**src/rtl/core/bve_pkg.sv**
```systemverilog
// Package with shared types and constants of the bounded vector engine.
`default_nettype none
package bve_pkg;
   localparam int Depth = 256;
   localparam int AddrW = $clog2(Depth);
   localparam int CntW  = $clog2(Depth + 1);
   localparam int LenW  = 9;

   typedef enum logic [1:0] {
      FUNC_PUSH   = 2'd0,
      FUNC_POP    = 2'd1,
      FUNC_INSERT = 2'd2,
      FUNC_DELETE = 2'd3
   } func_type;

   typedef enum logic [1:0] {
      ST_DONE  = 2'd0,
      ST_FULL  = 2'd1,
      ST_EMPTY = 2'd2,
      ST_NOKEY = 2'd3
   } status_type;

   typedef struct packed {
      func_type    func;
      logic [31:0] key;
      logic [31:0] value;
   } cmd_type;

   typedef enum logic [2:0] {
      S_IDLE,
      S_SEARCH,
      S_SHIFT_RD,
      S_SHIFT_WR,
      S_REPLY
   } state_type;
endpackage
`default_nettype wire

```
**src/rtl/core/bve_front.sv**
```systemverilog
// Command queue between the request channel and the executor.
`default_nettype none
module bve_front
   import bve_pkg::*;
(
   input  wire logic    clock,
   input  wire logic    reset,
   input  wire logic    req_tvalid,
   output logic         req_tready,
   input  wire cmd_type req_cmd,
   output logic         cmd_valid,
   input  wire logic    cmd_take,
   output cmd_type      cmd_out
);
   cmd_type    slot_ff [2];
   logic [1:0] cnt_ff, cnt_in;
   logic       wp_ff, rp_ff;
   logic       push, pop;

   assign req_tready = (cnt_ff != 2'd2);
   assign push       = req_tvalid && req_tready;
   assign cmd_valid  = (cnt_ff != 2'd0);
   assign pop        = cmd_valid && cmd_take;
   assign cmd_out    = slot_ff[rp_ff];

   always_comb begin
      cnt_in = cnt_ff + {1'b0, push} - {1'b0, pop};
   end

   // Two-entry queue pointers and storage.
   always_ff @(posedge clock) begin
      if (reset) begin
         cnt_ff <= 2'd0;
         wp_ff  <= 1'b0;
         rp_ff  <= 1'b0;
      end else begin
         cnt_ff <= cnt_in;
         if (push) wp_ff <= ~wp_ff;
         if (pop)  rp_ff <= ~rp_ff;
      end
      if (push) slot_ff[wp_ff] <= req_cmd;
   end
endmodule
`default_nettype wire

```
**config.mk**
```make
export PLATFORM = sky130hd
export DESIGN_NAME = bve_front
export DESIGN_NICKNAME = d
export VERILOG_FILES = /design/src/rtl/core/bve_pkg.sv /design/src/rtl/core/bve_front.sv
export SDC_FILE = /design/constraint.sdc
export NUM_CORES = 1
export LEC_CHECK = 0
export ABC_AREA = 1
export BUFFER_PORTS_ARGS = -buffer_cell sky130_fd_sc_hd__buf_2
export CAP_MARGIN = 20
export CELL_PAD_IN_SITES_DETAIL_PLACEMENT = 1
export CELL_PAD_IN_SITES_GLOBAL_PLACEMENT = 2
export CORE_MARGIN = 8
export CORE_UTILIZATION = 41
export CTS_CLUSTER_DIAMETER = 80
export CTS_CLUSTER_SIZE = 28
export DETAILED_ROUTE_END_ITERATION = 12
export PLACE_DENSITY = 0.94
export SLEW_MARGIN = 5
export SYNTH_ARGS = -nofsm -noshare
export SYNTH_HDL_FRONTEND = slang
export SYNTH_SLANG_ARGS = --single-unit
```
**constraint.sdc**
```tcl
create_clock -name clock -period 11.5 [get_ports clock]
set_input_delay 2.3 -clock clock [delete_from_list [all_inputs] [get_ports clock]]
set_output_delay 2.3 -clock clock [all_outputs]
set_load 0.02 [all_outputs]
```
==> impl_summary.txt, run 1 <==
----------------------------------------------------
[Run status]
  Run status ... complete, no violations

[Clock network]
  Register clock-pin slew on the reported worst setup and hold paths ... 0.05 ns
  Post-CTS Setup Bufs ... 0
  Count of H-tree levels built during CTS ... 4
  Number of buffers inserted by hold repair at cts ... 0
  Clk_lat worst skew ... 0.41 ns
  CTS root buf ... sky130_fd_sc_hd__clkbuf_16
  Maximum buffer depth of the clock tree ... 2
  Total clock sinks ... roughly 140
  CTS tree ... built
  Inserted Clock Buffers ... 17
  Count of cells resized by post-cts repair ... 0

[Placement]
  Detailed placement HPWL ... between 7000 and 8000 um
  Placed instance area ... roughly 0.0060 mm^2
  Quantity of I/O buffers inserted on ports ... 137
  Pre-CTS WS ... ~7.4 ns
  Routability cong. ... between 0.6 and 0.7

[Global routing]
  First-pass GRT wire length ... ~16,000 um
  Aggregate global routing overflow ... 0
  Number of global-route vias before repair ... roughly 3,000
  Antenna violations before repair ... 0
  Maximum number of pins on one net before global-route repair ... 67
  All-layer global routing usage ... a little over an eighth

[Cells and area]
  Filler cell count ... about 1,200
  Ratio of cells with drive above 1 in the final layout ... ~57%
  Layout Area Growth over Synthesis ... 27.7%
  Final design instance area without fill ... around 0.0066 mm^2
  Utilization after layout ... approximately 53%
  Antenna Diode Count ... 0
  NumNets Final ... between 400 and 500

[Routing]
  Antenna violation net count after detailed routing ... 0
  Count of vias placed by the detailed router ... about 2,700
  Number of design rule violations left after detail routing ... 0
  Violation count after the first detailed-routing iteration ... approximately 130
  Detailed-route wire length ... between 10,000 and 15,000 um
  Routed via count divided by cell count ... about 4.6
  Routed length per placed instance ... between 15 and 20 um
  First-pass DRT Iterations ... 3

[Floorplanning]
  Starting density of the core ... about two fifths
  Row count ... about 40
  Height of the chip ... around 130 um
  Core box area ... between 0.01 and 0.015 mm^2
  Die ar. ... between 0.015 and 0.02 mm^2
  Die width ... approximately 130 um
  Total I/O pin count ... between 100 and 150

[Pwr]
  Sequential power share ... 42.7%
  VDD IR max ... about 130 uV
  Leakage power total ... around 0.0026 uW
  Internal power consumption ... approximately 1100 uW
  Clock group share of total power ... 32.0%
  Switching power ... roughly 450 uW
  Relative contribution of combinational cells to total power ... between 20 and 30%
  Net switching share of the total power ... 28.7%
  Total power consumption of the routed design ... roughly 1600 uW
  PwrDens ... 237 mW/mm^2

[Synth]
  Cell with the most instances after synthesis ... sky130_fd_sc_hd__edfxtp_1
  Number of storage elements in the synthesis netlist ... 137
  Gate count after technology mapping ... 242
  Post-synthesis area per instance ... about 21 um^2
  Synth Area in Compound Gates ... less than 1%
  Sequential cell area fraction in the yosys report ... roughly 79%
  Flip-flop cell with the highest count after synthesis ... sky130_fd_sc_hd__edfxtp_1
  Post-Synth Simple-Gate Area ... ~1.5%
  Most frequent cells after synthesis ... sky130_fd_sc_hd__edfxtp_1, sky130_fd_sc_hd__mux2_4, sky130_fd_sc_hd__mux2_2
  Count of distinct cell types in the synthesized netlist ... 12
  Area share of xor/xnor cells in the synthesized design ... 0%
  Largest family of logic cells by synthesized area ... multiplexers
  Count of synthesis-stage warnings from yosys ... 0
  Most area-hungry cell type in the Yosys netlist ... sky130_fd_sc_hd__edfxtp_1
  Cell types occupying the most area after synthesis ... sky130_fd_sc_hd__edfxtp_1, sky130_fd_sc_hd__mux2_4, sky130_fd_sc_hd__mux2_2, sky130_fd_sc_hd__dfxtp_1, sky130_fd_sc_hd__buf_6
  Fraction of synthesized cell area taken by the top area cell type ... about three quarters
  Post-synthesis instance area ... about 0.0052 mm^2
  Count of flip-flops with a built-in enable after synthesis ... roughly 130
  Multiplexer share of the synthesized area ... between 15 and 20%
  Synthesized-area fraction occupied by adder cells ... 0.484%
  Mapped Nets ... ~310
  Async S/R FF share, synth ... 0%

[STA]
  F_max ... 0.236 GHz
  Setup total negative slack ... 0 ns
  Worst slew pin tran ... 0.897 ns
  Worst setup slack after layout ... approximately 7.3 ns
  Share of the clock period used by the worst path after layout ... 36.9%
  Worst slew margin relative to its limit ... around 40%
  Final setup violating endpoints ... 0
  Number of hold-slack violations in the final timing report ... 0
  RSZ-0062 raised after global routing ... false
  Setup clock skew after layout ... 0.00543 ns
  Final worst path period need ... 4.25 ns
  Final Max Tran Viols ... 0

[Setup path]
  CP Capture Type ... primary output
  Origin of the critical flop-to-flop path ... cnt_ff[0]$_SDFF_PP0_
  Crit path arrival time ... 1.95 ns
  Worst-path maximum fanout ... between 40 and 50
  Sort of element at the start of the critical path ... flop
  Worst reg2reg path depth ... 5
  Worst reg-to-reg setup slack ... approximately 9.3 ns
  Endpoint of the worst-slack reg-to-reg timing path ... slot_ff[1][36]$_DFFE_PP_
  Critical path type ... reg -> out
  Worst endpoint required time ... ~9 ns

[Min path]
  Start point of the worst hold path ... rp_ff$_SDFFE_PP0P_
  Worst Hold Path EP ... rp_ff$_SDFFE_PP0P_
  Type of the most critical hold path ... reg -> reg
  Number of cells traversed by the worst hold path ... 2

[Flow run]
  Max-capacitance violation count ... 0

----------------------------------------------------
-- cell families (layout without fill, tap and decap cells) --
| group | count (synthesis) | after routing |
|---|---|---|
| flip-flops | 137 | 137 |
| multiplexers | 66 | 66 |
| AND/OR/NAND/NOR | 20 | 20 |
| buffers and inverters | 15 | 180 |
| adder cells (fa/ha/maj) | 2 | 2 |
| AO/OA/AOI/OAI | 2 | 2 |
-- power groups by stage --
stage,Combinational [uW],Clock (uW),Sequential [uW]
CTS,381,512,690
floorplan,293,0,661
global placement,367,0,692
detailed placement,376,0,698
finish,394,499,667
global route,425,531,674
-- worst max-delay path by stage --
stage	cells after the start	startpoint	to	slack, ns
2_1_floorplan	2	req_tvalid	slot_ff[0][0]$_DFFE_PP_	5.87
3_3_place_gp	2	flop	cmd_out[19]	7.49
3_5_place_dp	4	req_tvalid	slot_ff[1][43]$_DFFE_PP_	7.43
4_1_cts	2	flop	cmd_out[19]	7.03
5_1_grt	3	flop	cmd_out[20]	7.18
6_report	3	flop	cmd_out[19]	7.25
-- final cells by class --
cell class | instances | area (um^2) | share of cell area (%)
Tap cell | 172 | 215 | 3.26
Clock inverter | 13 | 110 | 1.67
Multi-Input combinational cell | 90 | 1010 | 15.4
Timing Repair Buffer | 140 | 728 | 11.0
Clock buffer | 19 | 433 | 6.56
Inverter | 8 | 30.0 | 0.455
Sequential cell | 137 | 4070 | 61.6
-- worst max-delay path, cell delays in order, from the launching register on --
cell and delay [ns]:
sky130_fd_sc_hd__dfxtp_4 0.62, sky130_fd_sc_hd__buf_16 0.31, sky130_fd_sc_hd__mux2_2 0.39, sky130_fd_sc_hd__buf_2 0.17
-- flip-flops by register name, indices dropped and copies added, names as in the netlist, named ones only --
name / flops
cnt_ff: 2
rp_ff: 1
slot_ff: 132
wp_ff: 1
-- stage by stage --
| stage | hold WS [ns] | instances |
|---|---|---|
| 6_report | 0.508 | 579 |
| 5_1_grt | 0.578 | 579 |
| 4_1_cts | 0.514 | 578 |
| 3_5_place_dp | 0.505 | 546 |
| 3_3_place_gp | 0.484 | 546 |
| 2_1_floorplan | 0.467 | 242 |
-- per-layer routing --
layer	routed length (um)	vias up	global-route usage (%)	part of all wire, %
met3	772	17	5.37	7.3
met2	5610	85	23.4	53
met4	150	0	5.45	1.4
li1	-	1244	-	-
met5	0	-	0	0
met1	4070	1306	13.3	38
-- cells in the final DEF (no fill, tap or decap), drive strengths merged --
| cell | n |
|---|---|
| clkinv | 10 |
| edfxtp | 132 |
| nand2 | 8 |
| a21oi | 2 |
| clkinvlp | 1 |
| nor2 | 9 |
| bufinv | 2 |
| nand3 | 3 |
| clkbuf | 19 |
| buf | 140 |
| mux2 | 66 |
| dfxtp | 5 |
| ha | 2 |
| inv | 8 |
No activity file was read; power rests on OpenSTA's default activity.
==> run 2: changes to the inputs <==
Settings changed: ABC_AREA 1 to 0, CORE_UTILIZATION 41 to 34, PLACE_DENSITY 0.94 to 0.84.
Clock period 11.5 ns to 3.79 ns, I/O delays scaled along.
==> impl_summary.txt, run 2 <==
----------------------------------------------------
[Pwr]
  Clock group share of total power ... 33.1% (+1.1 points)
  Relative contribution of combinational cells to total power ... 24.4% (-0.9 points)
  Net switching share of the total power ... 27.9% (-0.79 points)
  Internal power consumption ... 3460 uW (+210%)
  Leakage power total ... 0.00256 uW (-0.76%)
  Sequential power share ... 42.5% (-0.2 points)
  Switching power ... 1340 uW (+200%)
  PwrDens ... 724 mW/mm^2 (+210%)
  VDD IR max ... 318 uV (+140%)

[Synth]
  Post-synthesis area per instance ... 22.5 um^2 (+5.4%)
  Number of storage elements in the synthesis netlist ... 137 (unchanged)
  Most frequent cells after synthesis ... sky130_fd_sc_hd__edfxtp_1, sky130_fd_sc_hd__mux2_4, sky130_fd_sc_hd__mux2_2
  Cell types occupying the most area after synthesis ... sky130_fd_sc_hd__edfxtp_1, sky130_fd_sc_hd__mux2_4, sky130_fd_sc_hd__mux2_2, sky130_fd_sc_hd__dfxtp_1, sky130_fd_sc_hd__buf_6
  Sequential cell area fraction in the yosys report ... 78.9% (+0.21 points)
  Count of flip-flops with a built-in enable after synthesis ... 132 (unchanged)
  Flip-flop cell with the highest count after synthesis ... sky130_fd_sc_hd__edfxtp_1
  Fraction of synthesized cell area taken by the top area cell type ... 76.9% (+0.20 points)
  Count of synthesis-stage warnings from yosys ... 0 (unchanged)
  Async S/R FF share, synth ... 0% (unchanged)
  Cell with the most instances after synthesis ... sky130_fd_sc_hd__edfxtp_1
  Post-synthesis instance area ... 0.00515 mm^2 (-0.27%)
  Gate count after technology mapping ... 229 (-5.4%)
  Mapped Nets ... 301 (-4.1%)
  Most area-hungry cell type in the Yosys netlist ... sky130_fd_sc_hd__edfxtp_1
  Count of distinct cell types in the synthesized netlist ... 17 (+5)

[Floorplanning]
  Total I/O pin count ... 138 (unchanged)
  Height of the chip ... 139 um (+8.5%)
  Row count ... 45 (+9.8%)
  Core box area ... 0.0150 mm^2 (+21%)
  Starting density of the core ... 34.3% (-7.2 points)
  Die ar. ... 0.0194 mm^2 (+18%)
  Die width ... 139 um (+8.5%)

[Min path]
  Type of the most critical hold path ... reg -> reg
  Number of cells traversed by the worst hold path ... 2 (unchanged)

[Setup path]
  Sort of element at the start of the critical path ... flop
  Worst-path maximum fanout ... 45 (+4.7%)
  Worst reg2reg path depth ... 4 (-1)
  Worst endpoint required time ... 3.03 ns (-6.17 ns)
  Crit path arrival time ... 2.14 ns (+0.19 ns)
  Worst path max stage delay ... 0.84 ns (+0.22 ns)
  Critical path type ... reg -> out
  Cells traversed along the worst timing path ... buf_4 -> mux2_4 -> buf_2
  Critical Path Stages ... 3 (unchanged)
  CP Capture Type ... primary output
  Top Family by Delay on Critical Path ... flip-flops
  Cell with the largest stage delay on the worst path ... sky130_fd_sc_hd__dfxtp_4
  Bufs and invs on worst path ... 2 (unchanged)

[Flow run]
  Max-capacitance violation count ... 0 (unchanged)

[Cells and area]
  Register containing the most flip-flops in the final layout ... slot_ff
  Most frequent cells in the layout ... sky130_fd_sc_hd__buf_2, sky130_fd_sc_hd__edfxtp_1, sky130_fd_sc_hd__mux2_4, sky130_fd_sc_hd__mux2_2, sky130_fd_sc_hd__clkbuf_16
  Most frequent standard cell in the layout excluding fill and tap cells ... sky130_fd_sc_hd__buf_2
  Leading registers by flop count ... slot_ff: 132 flops, cnt_ff: 2 flops
  Non-filler cells, final ... 582 (+0.52%)
  Ratio of cells with drive above 1 in the final layout ... 60.2% (+2.9 points)
  Flip-flop count of the largest register, all copies and words added ... 132 (unchanged)
  NumNets Final ... 453 (-2.8%)
  Layout Area Growth over Synthesis ... 28.6%
  Antenna Diode Count ... 0 (unchanged)

[Global routing]
  First-pass GRT wire length ... 16,700 um (+3.6%)
  Aggregate global routing overflow ... 0 (unchanged)
  Antenna violations before repair ... 0 (unchanged)
  All-layer global routing usage ... 11.3% (-1.8 points)
  Maximum number of pins on one net before global-route repair ... 67 (unchanged)
  Number of global-route vias before repair ... 3,100 (+1.3%)

[STA]
  RSZ-0062 raised after global routing ... false
  Final Max Tran Viols ... 0 (unchanged)
  Worst slew margin relative to its limit ... 36.3% (-4.0 points)
  Setup clock skew after layout ... 0.0122 ns (+0.00673 ns)
  Final setup violating endpoints ... 0 (unchanged)
  Final worst path period need ... about 2.9 ns
  Worst slew pin tran ... 0.956 ns (+0.0593 ns)
  F_max ... around 0.35 GHz
  Setup total negative slack ... 0 ns (unchanged)
  Number of hold-slack violations in the final timing report ... 0 (unchanged)
  Share of the clock period used by the worst path after layout ... about three quarters

[Clock network]
  Count of cells resized by post-cts repair ... 0 (unchanged)
  CTS tree ... built
  CTS root buf ... sky130_fd_sc_hd__clkbuf_16
  Register clock-pin slew on the reported worst setup and hold paths ... 0.05 ns (about the same)
  Count of H-tree levels built during CTS ... 4 (unchanged)
  Number of buffers inserted by hold repair at cts ... 0 (unchanged)
  Post-CTS Setup Bufs ... 0 (unchanged)
  Maximum buffer depth of the clock tree ... 2 (unchanged)
  Inserted Clock Buffers ... 17 (unchanged)
  Total clock sinks ... 137 (unchanged)
  Clk_lat worst skew ... 0.41 ns (about the same)

[Placement]
  Post-Place Cells ... 550 (+0.73%)
  Detailed placement HPWL ... 7100 um (-0.33%)
  Quantity of I/O buffers inserted on ports ... 137 (unchanged)
  Routability cong. ... 0.690 (about the same)

[Routing]
  Routed length per placed instance ... 18.0 um (-2.0%)
  Routed via count divided by cell count ... 4.45 (-2.9%)
  Number of design rule violations left after detail routing ... 0 (unchanged)
  First-pass DRT Iterations ... 4 (+1)
  Violation count after the first detailed-routing iteration ... 104 (-17%)
  Detailed-route wire length ... 10,500 um (-1.5%)
  Count of vias placed by the detailed router ... 2,588 (-2.4%)
  Antenna violation net count after detailed routing ... 0 (unchanged)

[Run status]
  Run status ... complete, no violations

----------------------------------------------------
==> run 2: changes by cell type after synthesis <==
| cell | change |
|---|---|
| sky130_fd_sc_hd__a21oi_1 | -2 |
| sky130_fd_sc_hd__and3_1 | +1 |
| sky130_fd_sc_hd__inv_1 | -7 |
| sky130_fd_sc_hd__mux2_2 | +1 |
| sky130_fd_sc_hd__nand2_1 | -7 |
| sky130_fd_sc_hd__nand2b_2 | +1 |
| sky130_fd_sc_hd__nand3_1 | -3 |
| sky130_fd_sc_hd__nor2_1 | -4 |
| sky130_fd_sc_hd__nor2b_1 | +2 |
| sky130_fd_sc_hd__o21a_1 | +1 |
| sky130_fd_sc_hd__or2_2 | +1 |
| sky130_fd_sc_hd__xnor2_1 | +2 |
| sky130_fd_sc_hd__xor2_1 | +1 |
==> run 2: layout make-up <==
type                       instances  area (um^2)
multi-input combinational         84         1030
sequential                       137         4070
clock inverter                    10          126
fill                            1466         8400
tap                              188          235
timing repair buffer             140          721
inverter                           1         3.75
clock buffer                      22          444
==> run 2: power by group through the flow <==
stage | sequential, uW | combinational, uW | clock (uW)
floorplan | 1980 | 911 | 0
detailed placement | 2080 | 1200 | 0
global route | 2070 | 1260 | 1700
finish | 2040 | 1170 | 1590
CTS | 2050 | 1210 | 1640
global placement | 2060 | 1180 | 0
==> run 2: worst paths after layout <==
kind,from,endpoint,slack (ns)
max,flop,cmd_out[57],0.90
min,rp_ff$_SDFFE_PP0P_,rp_ff$_SDFFE_PP0P_,0.53
max reg2reg,cnt_ff[0]$_SDFF_PP0_,slot_ff[0][17]$_DFFE_PP_,1.77
min reg2reg,rp_ff$_SDFFE_PP0P_,rp_ff$_SDFFE_PP0P_,0.53
==> run 2: cells by family after synthesis <==
| family | synth area share [%] |
|---|---|
| xor gates and xnor gates | 0.510 |
| buffers and inverters | 1.36 |
| and+or+nand+nor | 1.09 |
| AOI/OAI and AO/OA | 0.146 |
| DFF | 78.9 |
| adders and majority gates | 0.485 |
| muxes | 17.6 |
==> run 2: tightest hold or removal path, delay by kind of cell (launching register included) <==
kind	cells	cell delay, ns
simple gates	1	0.08
flops	1	0.33
xor+xnor	1	0.09
==> run 2: per-layer routing <==
layer  global-route usage [%]  vias up  wire, um
met5                        0        -         0
met4                     4.33        0       124
met3                     5.47        9       774
met2                     19.0       93      5250
met1                     12.1     1284      4300
li1                         -     1202         -
==> run 2: per-stage QoR <==
stage	cell area (um^2)	power, uW	worst slack (ns)	hold WS (ns)	utilization, %
4_1_cts	6630	4900	0.806	0.509	44.1
5_1_grt	6630	5020	0.773	0.505	44.1
3_3_place_gp	6060	3240	1.29	0.495	40.3
3_5_place_dp	6060	3280	1.26	0.514	40.3
6_report	6630	4800	0.895	0.526	44.1
2_1_floorplan	5160	2900	0.803	0.481	-
==> run 3: changes to the inputs <==
Settings changed: ABC_AREA 0 to 1, CORE_UTILIZATION 34 to 38, PLACE_DENSITY 0.84 to 0.89.
Clock period 3.79 ns to 2.9 ns, I/O delays scaled along.
==> impl_summary.txt, run 3 (synthesis gave the netlist of run 1 again) <==
----------------------------------------------------
[Floorplanning]
  Height of the chip ... 133 um (-4.7%)
  Total I/O pin count ... 138 (unchanged)
  Die ar. ... 0.0176 mm^2 (-9.1%)
  Row count ... 42 (-6.7%)
  Starting density of the core ... 39.0% (+4.7 points)
  Core box area ... 0.0132 mm^2 (-12%)
  Die width ... 133 um (-4.7%)

[STA]
  Share of the clock period used by the worst path after layout ... between 80 and 90%
  Worst slew margin relative to its limit ... 57.0% (+21 points)
  F_max ... roughly 0.40 GHz
  Setup total negative slack ... 0 ns (unchanged)
  Setup clock skew after layout ... 0.00755 ns (-0.00462 ns)
  RSZ-0062 raised after global routing ... false
  Number of hold-slack violations in the final timing report ... 0 (unchanged)
  Final Max Tran Viols ... 0 (unchanged)
  Final worst path period need ... around 2.5 ns
  Worst slew pin tran ... 0.644 ns (-0.312 ns)
  Final setup violating endpoints ... 0 (unchanged)

[Routing]
  Top sig layer ... met4
  Met2 wirelength from detailed routing ... 5590 um (+6.4%)
  First-pass DRT Iterations ... 5 (+1)
  Violation count after the first detailed-routing iteration ... 131 (+26%)
  Detailed-route wire length ... 10,500 um (+0.42%)
  Detailed-routing wirelength on met1 ... 4070 um (-5.4%)
  Count of vias placed by the detailed router ... 2,658 (+2.7%)
  Number of design rule violations left after detail routing ... 0 (unchanged)
  Antenna violation net count after detailed routing ... 0 (unchanged)
  Routed via count divided by cell count ... 4.56 (+2.5%)
  Amount of wire on met3 after detailed routing ... 680 um (-12%)
  Routed length per placed instance ... 18.0 um (+0.25%)

[Setup path]
  Worst-path maximum fanout ... 42 (-6.7%)
  Sort of element at the start of the critical path ... flop
  Worst endpoint required time ... 2.32 ns (-0.71 ns)
  Cell with the largest stage delay on the worst path ... sky130_fd_sc_hd__dfxtp_4
  CP Capture Type ... primary output
  Crit path arrival time ... 1.90 ns (-0.24 ns)
  Worst path max stage delay ... 0.59 ns (-0.25 ns)
  Top Family by Delay on Critical Path ... flip-flops
  Bufs and invs on worst path ... 2 (unchanged)
  Cells traversed along the worst timing path ... buf_12 -> mux2_2 -> buf_2
  Critical path type ... reg -> out

[Clock network]
  Register clock-pin slew on the reported worst setup and hold paths ... 0.05 ns (about the same)
  CTS root buf ... sky130_fd_sc_hd__clkbuf_16
  Number of buffers inserted by hold repair at cts ... 0 (unchanged)
  Maximum buffer depth of the clock tree ... 2 (unchanged)
  Count of cells resized by post-cts repair ... 0 (unchanged)
  Clk_lat worst skew ... 0.41 ns (about the same)
  Total clock sinks ... 137 (unchanged)
  Inserted Clock Buffers ... 17 (unchanged)
  Post-CTS Setup Bufs ... 0 (unchanged)
  CTS tree ... built
  Count of H-tree levels built during CTS ... 4 (unchanged)

[Global routing]
  Aggregate global routing overflow ... 0 (unchanged)
  Number of global-route vias before repair ... 3,122 (+0.71%)
  Maximum number of pins on one net before global-route repair ... 67 (unchanged)
  Antenna violations before repair ... 0 (unchanged)
  First-pass GRT wire length ... 16,500 um (-1.5%)
  All-layer global routing usage ... 12.3% (+0.99 points)

[Placement]
  Routability cong. ... 0.661 (-4.2%)
  Detailed placement HPWL ... 7170 um (+0.93%)
  Quantity of I/O buffers inserted on ports ... 137 (unchanged)

[Cells and area]
  Flip-flop count of the largest register, all copies and words added ... 132 (unchanged)
  Most frequent standard cell in the layout excluding fill and tap cells ... sky130_fd_sc_hd__buf_2
  Layout Area Growth over Synthesis ... 29.1%
  Filler cell count ... 1,286 (-12%)
  Utilization after layout ... 50.4% (+6.3 points)
  Leading registers by flop count ... slot_ff: 132 flops, cnt_ff: 2 flops
  NumNets Final ... 466 (+2.9%)
  Most frequent cells in the layout ... sky130_fd_sc_hd__buf_2, sky130_fd_sc_hd__edfxtp_1, sky130_fd_sc_hd__mux2_4, sky130_fd_sc_hd__mux2_2, sky130_fd_sc_hd__clkbuf_16
  Antenna Diode Count ... 0 (unchanged)
  Register containing the most flip-flops in the final layout ... slot_ff
  Ratio of cells with drive above 1 in the final layout ... 57.7% (-2.4 points)

[Pwr]
  Leakage power total ... 0.00262 uW (+2.0%)
  PwrDens ... 954 mW/mm^2 (+32%)
  VDD IR max ... 508 uV (+60%)

[Flow run]
  Max-capacitance violation count ... 0 (unchanged)

[Min path]
  Type of the most critical hold path ... in -> reg

[Run status]
  Run status ... complete, no violations

----------------------------------------------------
-- run 3: cell types whose count changed in the layout (fill, tap and decap cells not counted), moves of 2 or more --
cell / change
sky130_fd_sc_hd__nand2_1: +7
sky130_fd_sc_hd__inv_1: +6
sky130_fd_sc_hd__nor2_1: +4
sky130_fd_sc_hd__nand3_1: +3
sky130_fd_sc_hd__a21oi_1: +2
sky130_fd_sc_hd__buf_12: +2
sky130_fd_sc_hd__buf_4: -2
sky130_fd_sc_hd__nor2b_1: -2
sky130_fd_sc_hd__xnor2_1: -2
-- run 3: path summary, 6_finish.rpt --
path / start / endpoint / slack [ns] / depth (start not counted)
setup / recovery: flop / cmd_out[65] / 0.42 / 3
hold / removal: reset / cnt_ff[0]$_SDFF_PP0_ / 0.35 / 2
setup reg to reg: cnt_ff[0]$_SDFF_PP0_ / slot_ff[1][5]$_DFFE_PP_ / 1.06 / 5
hold reg to reg: rp_ff$_SDFFE_PP0P_ / rp_ff$_SDFFE_PP0P_ / 0.52 / 2
-- run 3: area by class of cell --
class / count / area [um^2] / share of cell area, %
sequential: 137 / 4070 / 61.0
tap: 176 / 220 / 3.30
multi-input combinational: 90 / 1010 / 15.2
clock inverter: 11 / 153 / 2.29
clock buffer: 21 / 440 / 6.60
timing repair buffer: 140 / 746 / 11.2
inverter: 8 / 30.0 / 0.450
-- run 3: power by group --
| part | internal (uW) | switching (uW) |
|---|---|---|
| Combinational | 671 | 895 |
| Clock | 1420 | 740 |
| Sequential | 2510 | 125 |
-- run 3: per-stage QoR --
step,hold slack (ns),instances,setup slack (ns),total power [uW],cell area (um^2)
3_3_place_gp,0.486,551,0.832,4230,6080
5_1_grt,0.327,583,0.300,6640,6670
2_1_floorplan,0.467,242,0.0402,3770,5170
6_report,0.351,583,0.415,6370,6670
4_1_cts,0.326,583,0.346,6480,6670
3_5_place_dp,0.501,551,0.801,4280,6080
-- run 3: layer usage --
metal	global-route usage, %	up-vias
li1	-	1240
met1	12.6	1311
met2	21.5	92
met3	5.30	15
met4	5.49	0
met5	0	-
-- run 3: worst register-to-register path: stages (launching register included) --
cell	delay, ns
sky130_fd_sc_hd__dfxtp_1	0.36
sky130_fd_sc_hd__inv_1	0.06
sky130_fd_sc_hd__nand2_1	0.13
sky130_fd_sc_hd__nand3_1	0.12
sky130_fd_sc_hd__inv_2	0.50
sky130_fd_sc_hd__buf_12	0.33
